[src/hdl/cle_pkg.sv]
// Package for the console line editor: sizes, character codes, beat kinds,
// controller states and the structs passed between the top level and the editor.
// No dependencies.
package cle_pkg;

    localparam int LINE_WIDTH = 64;
    localparam int IDX_W      = $clog2(LINE_WIDTH);
    localparam int CNT_W      = $clog2(LINE_WIDTH + 1);
    localparam int ADDR_W     = IDX_W + 1;

    localparam logic [7:0] CH_BS    = 8'h08;
    localparam logic [7:0] CH_LF    = 8'h0A;
    localparam logic [7:0] CH_CR    = 8'h0D;
    localparam logic [7:0] CH_ESC   = 8'h1B;
    localparam logic [7:0] CH_SP    = 8'h20;
    localparam logic [7:0] CH_DEL   = 8'h7F;
    localparam logic [7:0] CH_BRACK = 8'h5B;
    localparam logic [7:0] CH_UPA   = 8'h41;
    localparam logic [7:0] CH_UPD   = 8'h44;

    localparam logic REQ_BYTE = 1'b0;
    localparam logic REQ_TAKE = 1'b1;

    typedef enum logic [1:0] {
        KIND_ECHO   = 2'd0,
        KIND_LINE   = 2'd1,
        KIND_STATUS = 2'd2
    } t_kind;

    typedef enum logic [1:0] {
        ST_DELIVERED = 2'd0,
        ST_NONE      = 2'd1,
        ST_TOO_LONG  = 2'd2
    } t_status;

    typedef enum logic [1:0] {
        S_IDLE,
        S_ECHO,
        S_LOAD,
        S_LINE
    } t_state;

    // Editing state kept in flops by the top level.
    typedef struct packed {
        logic [CNT_W-1:0] wi;
        logic             too_long;
        logic             esc;
        logic             brk;
    } t_edit_state;

    // Actions the editor asks of the top level for one received byte.
    typedef struct packed {
        logic             we;
        logic [IDX_W-1:0] widx;
        logic             commit;
        logic [CNT_W-1:0] len;
        logic             echo_one;
        logic             echo_bs;
    } t_edit_ctl;

endpackage

[src/hdl/cle_edit.sv]
// Line editing rules for one received byte: next editing state and actions.
// Depends on cle_pkg.
module cle_edit (
    input  cle_pkg::t_edit_state i_state,
    input  logic                 i_pending,
    input  logic [7:0]           i_byte,
    output cle_pkg::t_edit_state o_state,
    output cle_pkg::t_edit_ctl   o_ctl
);

    logic stores;
    logic is_bs;
    logic is_eol;
    logic [cle_pkg::CNT_W-1:0] wi1;

    assign is_bs  = (i_byte == cle_pkg::CH_BS);
    assign is_eol = (i_byte == cle_pkg::CH_CR) || (i_byte == cle_pkg::CH_LF);
    assign stores = ((i_byte >= cle_pkg::CH_SP) && (i_byte <= cle_pkg::CH_DEL)) ||
                    is_bs || is_eol;

    always_comb begin
        o_state      = i_state;
        o_ctl        = '0;
        o_ctl.widx   = i_state.wi[cle_pkg::IDX_W-1:0];
        wi1          = i_state.wi;

        // store and advance
        if (stores && !i_state.esc) begin
            o_ctl.we = 1'b1;
            wi1      = i_state.wi + cle_pkg::CNT_W'(1);
        end

        priority if (is_bs) begin
            if ((wi1 >= cle_pkg::CNT_W'(2)) && !i_state.esc) begin
                wi1           = wi1 - cle_pkg::CNT_W'(2);
                o_ctl.echo_bs = 1'b1;
            end else begin
                wi1 = '0;
            end
        end else if (is_eol) begin
            if (!i_pending && (wi1 > cle_pkg::CNT_W'(1)) && !i_state.esc) begin
                o_ctl.commit = 1'b1;
                o_ctl.len    = wi1 - cle_pkg::CNT_W'(1);
                wi1          = '0;
            end
        end else if (i_byte == cle_pkg::CH_ESC) begin
            o_state.esc = 1'b1;
        end else if (i_state.esc) begin
            if (i_state.brk) begin
                if ((i_byte >= cle_pkg::CH_UPA) && (i_byte <= cle_pkg::CH_UPD)) begin
                    o_state.esc = 1'b0;
                    o_state.brk = 1'b0;
                end
            end else if (i_byte == cle_pkg::CH_BRACK) begin
                o_state.brk = 1'b1;
            end
        end else begin
            o_ctl.echo_one = 1'b1;
        end

        // overfull line: drop it
        if (wi1 >= cle_pkg::CNT_W'(cle_pkg::LINE_WIDTH)) begin
            wi1              = '0;
            o_state.too_long = 1'b1;
        end
        o_state.wi = wi1;
    end

endmodule

[src/hdl/console_line_editor_top.sv]
// Console line editor top level: handshakes, line/entry memory, beat sequencer.
// Depends on cle_pkg and cle_edit.
//
//  channel   dir  handshake                 payload
//  s_axis    in   s_axis_tvalid/tready      tuser = req_type, tdata[7:0] = rx_byte
//  m_axis    out  m_axis_tvalid/tready      tuser = out_kind, tdata[7:0] = out_byte,
//                                           tdata[9:8] = line_status, tlast = last
//  cfg       in   i_cfg_we (no wait)        i_cfg_wdata = console_enable
//
// The echo beats of a received byte (none, one, or BS SP BS) leave one per
// cycle while the sink is ready. A take request streams the pending line byte
// by byte: a memory read, then a load of the output register. A new item is
// taken once the previous item's last beat is leaving; after a streamed line,
// in the cycle after its last beat has left.
// Reset (synchronous, active low) clears control state only; memory
// contents need no clearing pass. A stalled sink holds the output register.
module console_line_editor_top (
    input  logic        i_clk,
    input  logic        i_rst_n,
    input  logic        i_cfg_we,
    input  logic        i_cfg_wdata,
    input  logic        s_axis_tvalid,
    output logic        s_axis_tready,
    input  logic [7:0]  s_axis_tdata,   // [7:0] rx_byte
    input  logic        s_axis_tuser,   // [0] req_type
    output logic        m_axis_tvalid,
    input  logic        m_axis_tready,
    output logic [15:0] m_axis_tdata,   // [7:0] out_byte, [9:8] line_status, zero above
    output logic [1:0]  m_axis_tuser,   // [1:0] out_kind
    output logic        m_axis_tlast
);

    // The memory holds two banks: one is the line being edited, the other the
    // pending entry. Closing a line flips the bank select instead of copying;
    // every index below the write index was written since it last was zero.
    logic [7:0] mem [0:(1 << cle_pkg::ADDR_W)-1];

    cle_pkg::t_state      r_state,    n_state;
    cle_pkg::t_edit_state r_edit,     n_edit;
    logic                 r_pending,  n_pending;
    logic [cle_pkg::CNT_W-1:0] r_len, n_len;
    logic                 r_bank,     n_bank;      // bank holding the line being edited
    logic                 r_started,  n_started;
    logic                 r_enable,   n_enable;
    logic                 r_echo_step, n_echo_step;
    logic [cle_pkg::IDX_W-1:0] r_rd_idx, n_rd_idx;
    logic                 r_ovalid,   n_ovalid;
    cle_pkg::t_kind       r_okind,    n_okind;
    logic [7:0]           r_obyte,    n_obyte;
    cle_pkg::t_status     r_ostatus,  n_ostatus;
    logic                 r_olast,    n_olast;
    logic [7:0]           r_rd_data;

    cle_pkg::t_edit_state edit_next;
    cle_pkg::t_edit_ctl   edit_ctl;
    logic                 out_free;
    logic                 in_accept;
    logic                 mem_we;
    logic [cle_pkg::ADDR_W-1:0] rd_addr;

    cle_edit u_edit (
        .i_state   (r_edit),
        .i_pending (r_pending),
        .i_byte    (s_axis_tdata),
        .o_state   (edit_next),
        .o_ctl     (edit_ctl)
    );

    assign out_free      = !r_ovalid || m_axis_tready;
    assign s_axis_tready = (r_state == cle_pkg::S_IDLE) && out_free;
    assign in_accept     = s_axis_tvalid && s_axis_tready;

    // Write the line bank only for a processed byte that the editor stores.
    assign mem_we = in_accept && (s_axis_tuser == cle_pkg::REQ_BYTE) && r_started &&
                    r_enable && edit_ctl.we;

    // Read the entry bank every cycle; the read data is registered. Reads and
    // writes always hit different banks while a line streams out.
    assign rd_addr = {~r_bank, n_rd_idx};

    assign m_axis_tvalid = r_ovalid;
    assign m_axis_tuser  = r_okind;
    assign m_axis_tdata  = {6'b0, r_ostatus, r_obyte};
    assign m_axis_tlast  = r_olast;

    always_comb begin
        n_state     = r_state;
        n_edit      = r_edit;
        n_pending   = r_pending;
        n_len       = r_len;
        n_bank      = r_bank;
        n_started   = r_started;
        n_enable    = r_enable;
        n_echo_step = r_echo_step;
        n_rd_idx    = r_rd_idx;
        n_ovalid    = r_ovalid;
        n_okind     = r_okind;
        n_obyte     = r_obyte;
        n_ostatus   = r_ostatus;
        n_olast     = r_olast;

        if (i_cfg_we) begin
            n_enable = i_cfg_wdata;
        end

        unique case (r_state)
            cle_pkg::S_IDLE: begin
                if (out_free) begin
                    n_ovalid = 1'b0;
                end
                n_rd_idx = '0;
                if (in_accept) begin
                    if (s_axis_tuser == cle_pkg::REQ_TAKE) begin
                        n_pending = 1'b0;
                        if (r_pending) begin
                            n_state = cle_pkg::S_LOAD;
                        end else begin
                            n_ovalid  = 1'b1;
                            n_okind   = cle_pkg::KIND_STATUS;
                            n_obyte   = 8'h00;
                            n_olast   = 1'b1;
                            if (r_edit.too_long) begin
                                n_ostatus       = cle_pkg::ST_TOO_LONG;
                                n_edit.too_long = 1'b0;
                            end else begin
                                n_ostatus = cle_pkg::ST_NONE;
                            end
                        end
                    end else if (!r_started) begin
                        // swallow the first byte after reset
                        n_started = 1'b1;
                        n_edit.wi = '0;
                        n_enable  = 1'b1;
                    end else if (r_enable) begin
                        n_edit = edit_next;
                        if (edit_ctl.commit) begin
                            n_len     = edit_ctl.len;
                            n_pending = 1'b1;
                            n_bank    = ~r_bank;
                        end
                        n_okind   = cle_pkg::KIND_ECHO;
                        n_ostatus = cle_pkg::ST_DELIVERED;
                        if (edit_ctl.echo_bs) begin
                            n_ovalid    = 1'b1;
                            n_obyte     = cle_pkg::CH_BS;
                            n_olast     = 1'b0;
                            n_echo_step = 1'b0;
                            n_state     = cle_pkg::S_ECHO;
                        end else if (edit_ctl.echo_one) begin
                            n_ovalid = 1'b1;
                            n_obyte  = s_axis_tdata;
                            n_olast  = 1'b1;
                        end
                    end
                end
            end
            cle_pkg::S_ECHO: begin
                // advance through space, then the closing backspace
                if (out_free) begin
                    n_ovalid = 1'b1;
                    if (!r_echo_step) begin
                        n_obyte     = cle_pkg::CH_SP;
                        n_olast     = 1'b0;
                        n_echo_step = 1'b1;
                    end else begin
                        n_obyte = cle_pkg::CH_BS;
                        n_olast = 1'b1;
                        n_state = cle_pkg::S_IDLE;
                    end
                end
            end
            cle_pkg::S_LOAD: begin
                n_ovalid  = 1'b1;
                n_okind   = cle_pkg::KIND_LINE;
                n_obyte   = r_rd_data;
                n_ostatus = cle_pkg::ST_DELIVERED;
                n_olast   = (cle_pkg::CNT_W'(r_rd_idx) + cle_pkg::CNT_W'(1)) == r_len;
                n_state   = cle_pkg::S_LINE;
            end
            cle_pkg::S_LINE: begin
                if (m_axis_tready) begin
                    n_ovalid = 1'b0;
                    if (r_olast) begin
                        n_state = cle_pkg::S_IDLE;
                    end else begin
                        n_rd_idx = r_rd_idx + cle_pkg::IDX_W'(1);
                        n_state  = cle_pkg::S_LOAD;
                    end
                end
            end
            default: begin
                n_state = cle_pkg::S_IDLE;
            end
        endcase
    end

    always_ff @(posedge i_clk) begin
        if (!i_rst_n) begin
            r_state     <= cle_pkg::S_IDLE;
            r_edit      <= '0;
            r_pending   <= 1'b0;
            r_len       <= '0;
            r_bank      <= 1'b0;
            r_started   <= 1'b0;
            r_enable    <= 1'b1;
            r_echo_step <= 1'b0;
            r_rd_idx    <= '0;
            r_ovalid    <= 1'b0;
        end else begin
            r_state     <= n_state;
            r_edit      <= n_edit;
            r_pending   <= n_pending;
            r_len       <= n_len;
            r_bank      <= n_bank;
            r_started   <= n_started;
            r_enable    <= n_enable;
            r_echo_step <= n_echo_step;
            r_rd_idx    <= n_rd_idx;
            r_ovalid    <= n_ovalid;
        end
    end

    // Output payload holds while stalled; no reset needed.
    always_ff @(posedge i_clk) begin
        r_okind   <= n_okind;
        r_obyte   <= n_obyte;
        r_ostatus <= n_ostatus;
        r_olast   <= n_olast;
    end

    always_ff @(posedge i_clk) begin
        if (mem_we) begin
            mem[{r_bank, edit_ctl.widx}] <= s_axis_tdata;
        end
        r_rd_data <= mem[rd_addr];
    end

endmodule

[config.mk]
export PLATFORM = sky130hd
export DESIGN_NAME = console_line_editor_top
export DESIGN_NICKNAME = d
export VERILOG_FILES = /design/src/hdl/cle_pkg.sv /design/src/hdl/cle_edit.sv /design/src/hdl/console_line_editor_top.sv
export SDC_FILE = /design/constraint.sdc
export NUM_CORES = 2
export LEC_CHECK = 0
export BUFFER_PORTS_ARGS = -buffer_cell sky130_fd_sc_hd__buf_2
export CORE_ASPECT_RATIO = 1.2
export CORE_MARGIN = 2
export CORE_UTILIZATION = 45
export CTS_CLUSTER_SIZE = 28
export DETAILED_ROUTE_END_ITERATION = 10
export PLACE_DENSITY = 0.61
export RECOVER_POWER = 50
export SYNTH_ARGS = -nofsm -noshare
export SYNTH_HDL_FRONTEND = slang
export SYNTH_HIERARCHICAL = 1
export SYNTH_SLANG_ARGS = --single-unit
export TNS_END_PERCENT = 100
[constraint.sdc]
create_clock -name i_clk -period 3.8 [get_ports i_clk]
set_input_delay 0.38 -clock i_clk [delete_from_list [all_inputs] [get_ports i_clk]]
set_output_delay 0.38 -clock i_clk [all_outputs]
set_load 0.05 [all_outputs]
After elaboration in Yosys (flattened, before gate mapping)
Memory sizes are Yosys's and may differ from the RTL's. A register that Yosys moved wholly into a read port is not among the register bits.
Cells that the tools add are included.
{"block": "word_totals", "register_bits": 44, "ramBits": 1024, "input_bits": 15, "out_inout_bits": 21, "elab_cells": 206, "mem_count": 1}
{"memory": "mem", "depth": 128, "width": 8, "read_ports": 1, "rd_ports_with_merged_regs": 1, "write_ports": 1, "line_no": "console_line_editor_top.sv:36", "source": "logic [7:0] mem [0:(1 << cle_pkg::ADDR_W)-1];"}
{"block": "classes", "add_sub_neg": 5, "order_cmp": 7, "eq_ne": 25, "muxes": 107, "bitwise": 5, "n_reduce_logical": 39}
{"cell": "two-way mux 8 bit", "n": 10}
{"cell": "two-way mux 2 bit", "n": 27}
{"cell": "two-way mux 1 bit", "n": 49}
{"cell": "two-way mux 7 bit", "n": 7}
{"cell": "== test 8 x 4 -> 1 bit, second input constant", "n": 3}
{"cell": "case mux 8 bit (3 select lines)", "n": 1}
{"cell": "AND reduction 7 bit", "n": 3}
{"cell": "two-way mux 6 bit", "n": 3}
{"cell": "!= test 2 bit, second input constant", "n": 9}
{"cell": "less-or-equal comparator 8 x 7 -> 1 bit, second input constant", "n": 2}
{"cell": "!= test 3 bit, second input constant", "n": 5}
{"cell": "logical AND 1 bit", "n": 12}
{"cell": "case mux 6 bit (2 select lines)", "n": 1}
{"cell": "AND reduction 6 bit", "n": 2}
{"cell": "nonzero test 2 bit", "n": 6}
{"cell": "two-way mux 10 bit", "n": 1}
{"cell": "AND reduction 5 bit", "n": 2}
{"cell": "two-way mux 9 bit", "n": 1}
{"cell": "AND reduction 9 bit", "n": 1}
{"cell": "== test 8 x 5 -> 1 bit, second input constant", "n": 1}
{"cell": "== test 8 x 7 -> 1 bit, second input constant", "n": 1}
{"cell": "greater-or-equal comparator 8 x 6 -> 1 bit, second input constant", "n": 1}
{"cell": "greater-or-equal comparator 8 x 7 -> 1 bit, second input constant", "n": 1}
{"cell": "case mux 2 bit (2 select lines)", "n": 2}
{"cell": "27 further kinds", "n": 37}

Depth between registers and ports, before layout
{"block": "logic_depth", "depth_word": 19, "depth_mapped": 16, "depth_no_buf": 13}

Modules after synthesis
Netlist, hierarchy kept.
{"module": "console_line_editor_top", "n_inst": 1, "cells_each": 3439, "area_each_um2": 44317.5, "seq_area_each_um2": 31920.6}
{"module": "cle_edit", "n_inst": 1, "cells_each": 140, "area_each_um2": 1027.2, "seq_area_each_um2": 0.0}

Least setup slack after synthesis
Ideal clock, no wire load.
{"block": "synth_path", "path_type": "input-to-reg", "startpoint": "input port s_axis_tdata[6]", "endpoint": "register r_olast (netlist: m_axis_tlast), enable pin", "setup_ns": 0.392, "t_arrival_ns": 3.232, "required_ns": 3.408, "slack_ns": 0.176, "stages": 9, "n_path_buf": 0, "cell_sequence": "nor4_4 > o2111ai_4 > a21oi_2 > mux2i_1 > a211oi_2 > nor2_1 > o21ai_0 > a21o_1 > a221oi_1"}
{"item": "start: declaration", "line_no": "console_line_editor_top.sv:24", "source": "input logic [7:0] s_axis_tdata,"}
{"item": "end signal: assignment", "line_no": "console_line_editor_top.sv:228", "source": "r_olast <= n_olast;"}
{"item": "end: declaration", "line_no": "console_line_editor_top.sv:51", "source": "logic r_olast, n_olast;"}

Worst setup path after layout
{"block": "layout_path", "startpoint": "register r_state[1]", "endpoint": "register r_rd_data[2] (read register of mem)"}
{"block": "layout_between", "elab_chain_cells": 2, "word_cells_on_any_way": 3, "classes_between": "eq/ne (1); mux (1); reduce/logical (1)"}
{"item": "start: declaration", "line_no": "console_line_editor_top.sv:38", "source": "cle_pkg::t_state r_state, n_state;"}
{"item": "start signal: assignment", "line_no": "console_line_editor_top.sv:199", "source": "r_state <= cle_pkg::S_IDLE;"}
{"item": "start signal: assignment", "line_no": "console_line_editor_top.sv:210", "source": "r_state <= n_state;"}
{"item": "== test 2 bit / logical NOT 2 bit (equally long branches)", "line_no": "console_line_editor_top.sv:106", "source": "unique case (r_state)"}
{"item": "case mux 6 bit (2 select lines) *", "line_no": "console_line_editor_top.sv:106"}
{"item": "end: declaration", "line_no": "console_line_editor_top.sv:52", "source": "logic [7:0] r_rd_data;"}
Every way passes the cells marked *; elsewhere a longest branch is shown, timed or not.
A chain may end at the register's enable or synchronous reset.

==> results.md <==
* Status: finished with violations
* Failing checks: max-capacitance violations, max-slew violations
* Slew @ Worst Pin at ~3200 ps
* CP Buf/Inv Count at 3
* Arrival time of the worst setup path at 4310 ps
* CORE AREA at 99900 µm²
* Crit path max-delay family: compound AO/OA/AOI/OAI gates
* Place WS at -164 ps
* Ys Warns at 6
* Crit-path max FO at 25
* Post-Route WL at 144 mm
* Yosys reg bits at 1076
* # DRC at 0
* Post-synth EDFFs at 1037
* RSZ-0062 raised after global routing: no
* VDD IR max at 0.444 mV
* CP startpoint kind: flop
* Most frequent cells in the layout: edfxtp_1 (1037), nand2_1 (896), buf_4 (310)
* R2R Setup Slk at 90 ps
* Via count at 31500
* Router iterations before antenna repair at 6
* Area delta synth->final at 16.3%
* Commonest non-fill, non-tap cell in the layout: edfxtp_1
* Hold Path Sink: m_axis_tvalid
* CTS H-tree lvls at 3
* Worst hold slack at ~190 ps
* Distinct cells, synth at 101
* Hold path cells at 3
* Initial antenna violation count at 4
* Final #Nets at 3881
* Crit-path slowest cell: or3b_4
* IO Count at 36
* Power Density at approximately 460 nW/µm²
* Number of port buffers at 29
* Clk_lat worst skew at about 700 ps
* First-pass GRT wire length at 208 mm
* Antenna viol nets, final at 0
* Most used flip-flop cell after synthesis: edfxtp_1
* Gpl congestion at 0.910
* Row Count at 127
* Hold/Removal Path Class: input pin to flop
* Clock sink count at 1076
* Placed inst area at 49400 µm²
* Final setup viols at 0
* Crit path required time at 4410 ps
* Initial drt markers at 3956
* Relative max-transition margin at -110%
* Async SR Flop Fraction at 0%
* Critical-path cell list: inv_1 > ha_2 > or3b_4 > o221ai_4 > buf_12 > buf_12 > nand2_1 > and3_1 > a311oi_1 > o21ai_1 > a31oi_2 > nor4_1 > a211oi_1
* Most used cell, CP: buf_12
* Total gr overflow at 0
* Cells after synthesis at 3579
* Die width at roughly 290 µm
* HPWL after DPL at 92.3 mm
* Register-to-Register Path Depth at 13
* Height of the die at 352 µm
* Crit Reg-Reg Endpoint: r_rd_data[2]
* # Max-Cap Violations at 10
* Fin crit share at 97.5%
* Avg Synthesized Cell Area at 12.7 µm²
* CTS Root Cell: clkbuf_16
* CP Capture Type: flop
* Clock-pin slew on the worst setup and hold paths at 70 ps
* Gr usage total at between 20 and 30%
* Max clock buf depth at 3
* Largest net degree at the start of global routing at 131
* Num CTS Buffers at 103
* CP Class: flop to flop
* Initial Util at 45.4%
* Share of cells above drive strength 1 at 15.3%
* Via/cell ratio at 6.03
* Final setup TNS at 0 ps
* Endpoints failing hold at 0
* Max incr delay on CP at between 400 and 500 ps
* Leakage power at 0.0180 µW
* Register area share after synthesis at 70.4%
* Setup ws final at about 93 ps
* CTS tree: done
* Hold wc startpoint: i_rst_n
* Die area at between 100000 and 150000 µm²
* Wire per inst at between 20 and 30 µm
* Min Tclk post-route at 3710 ps
* Achievable frequency at between 200 and 300 MHz
* Number of global-route vias before repair at 30300
* Worst Clk Skew at 34.6 ps
* Synthesized area at around 45000 µm²
* Utilization after layout at approximately 53%
* Cell area after layout at between 50000 and 60000 µm²
* Max-slew violations at 718
* RR Startpoint: r_state[1]
-- synthesized netlist by cell type, drive strengths merged, types with 12 or more instances --
cell	n	area, µm²
a211oi	17	133
a21oi	81	428
a22oi	22	179
a311oi	57	499
a31oi	69	432
a32oi	25	219
and2	16	100
and3	69	432
buf	151	866
clkbuf	83	313
dfxtp	39	781
edfxtp	1037	31100
inv	18	67.6
mux2i	75	751
mux4	12	270
nand2	900	3390
nand2b	12	75.1
nand3	299	1500
nand4	44	275
nor2	214	821
nor2b	22	138
nor3	26	135
nor4	15	109
o2111ai	16	158
o21ai	58	309
o22ai	12	75.1
o32ai	12	105
xnor2	17	149
-- worst max-delay path by stage --
stage | startpoint | to | cells past startpoint | slack (ps)
detailed placement | r_state[1] | r_rd_data[3] | 11 | -160
global route | r_state[1] | r_rd_data[5] | 13 | 20
CTS | r_state[1] | r_rd_data[3] | 14 | 8
floorplan | s_axis_tdata[6] | m_axis_tlast | 9 | 180
finish | r_state[1] | r_rd_data[2] | 13 | 90
global placement | r_state[1] | r_rd_data[3] | 11 | -150
-- stage by stage --
step / power [µW] / std cells
after floorplan: 13700 / 3584
after global placement: 14000 / 5033
after detailed placement: 14100 / 5033
after CTS: 24200 / 5222
after global routing: 24700 / 5227
final: 24100 / 5228
-- worst register-to-register path, stage by stage (launching register included) --
cell      delay (ps)
dfxtp_1          380
inv_1            100
ha_2             340
or3b_4           460
o221ai_4         280
buf_12           260
buf_12           240
nand2_1           80
and3_1           160
a311oi_1         370
o21ai_1          270
a31oi_2          390
nor4_1            90
a211oi_1         200
-- sequential cells by signal, summed over array words and instances (netlist names) --
name and cells:
r_rd_idx 6, m_axis_tvalid 1, r_ostatus 2, r_started 1, r_pending 1, m_axis_tlast 1
r_obyte 8, r_edit 10, r_rd_data 8, m_axis_tuser 2, r_bank 1, mem 1024
r_state 2, r_echo_step 1, r_enable 1, r_len 7
-- metal layers --
layer,track usage (%),vias up,part of all wire (%)
met3,4.66,284,9.1
met1,36.8,15700,39
li1,-,13900,-
met4,11.6,0,4.3
met2,45.2,1637,48
met5,0,-,0
-- cell families after synthesis --
kind of cell	after synthesis	share of synthesized area (%)
and+or+nand+nor	1648	16.0
buffers and inverters	253	2.76
adders and majority gates	11	0.304
xor gates and xnor gates	24	0.464
muxes	91	2.35
other	2	0.0166
AOI/OAI and AO/OA	474	7.75
DFF	1076	70.4
-- final cells by class --
type / instances / area [µm²]
fillers: 8349 / 47200
flip-flops and latches: 1076 / 31900
multi-input cells: 2255 / 12400
repair buffers: 400 / 3340
clock buffers: 121 / 2690
well taps: 1290 / 1610
clock inverters: 65 / 668
inverters: 19 / 71.3
diodes: 2 / 5.00
-- power breakdown --
part	internal, µW	switching [µW]
registers	13100	26.1
logic	155	578
clock network	5870	4460
total	19100	5070
-- what timing repair did --
item / in CTS / in global routing
setup buffers: 0 / 3
gates cloned: 0 / 1
resized for setup: 13 / 14
pin swaps: 0 / 4
endpoints found under the setup margin: 4 / 8
hold endpoints to repair: 2 / 0
hold buffers: 3 / 0
No activity file was read; power rests on OpenSTA's default activity.
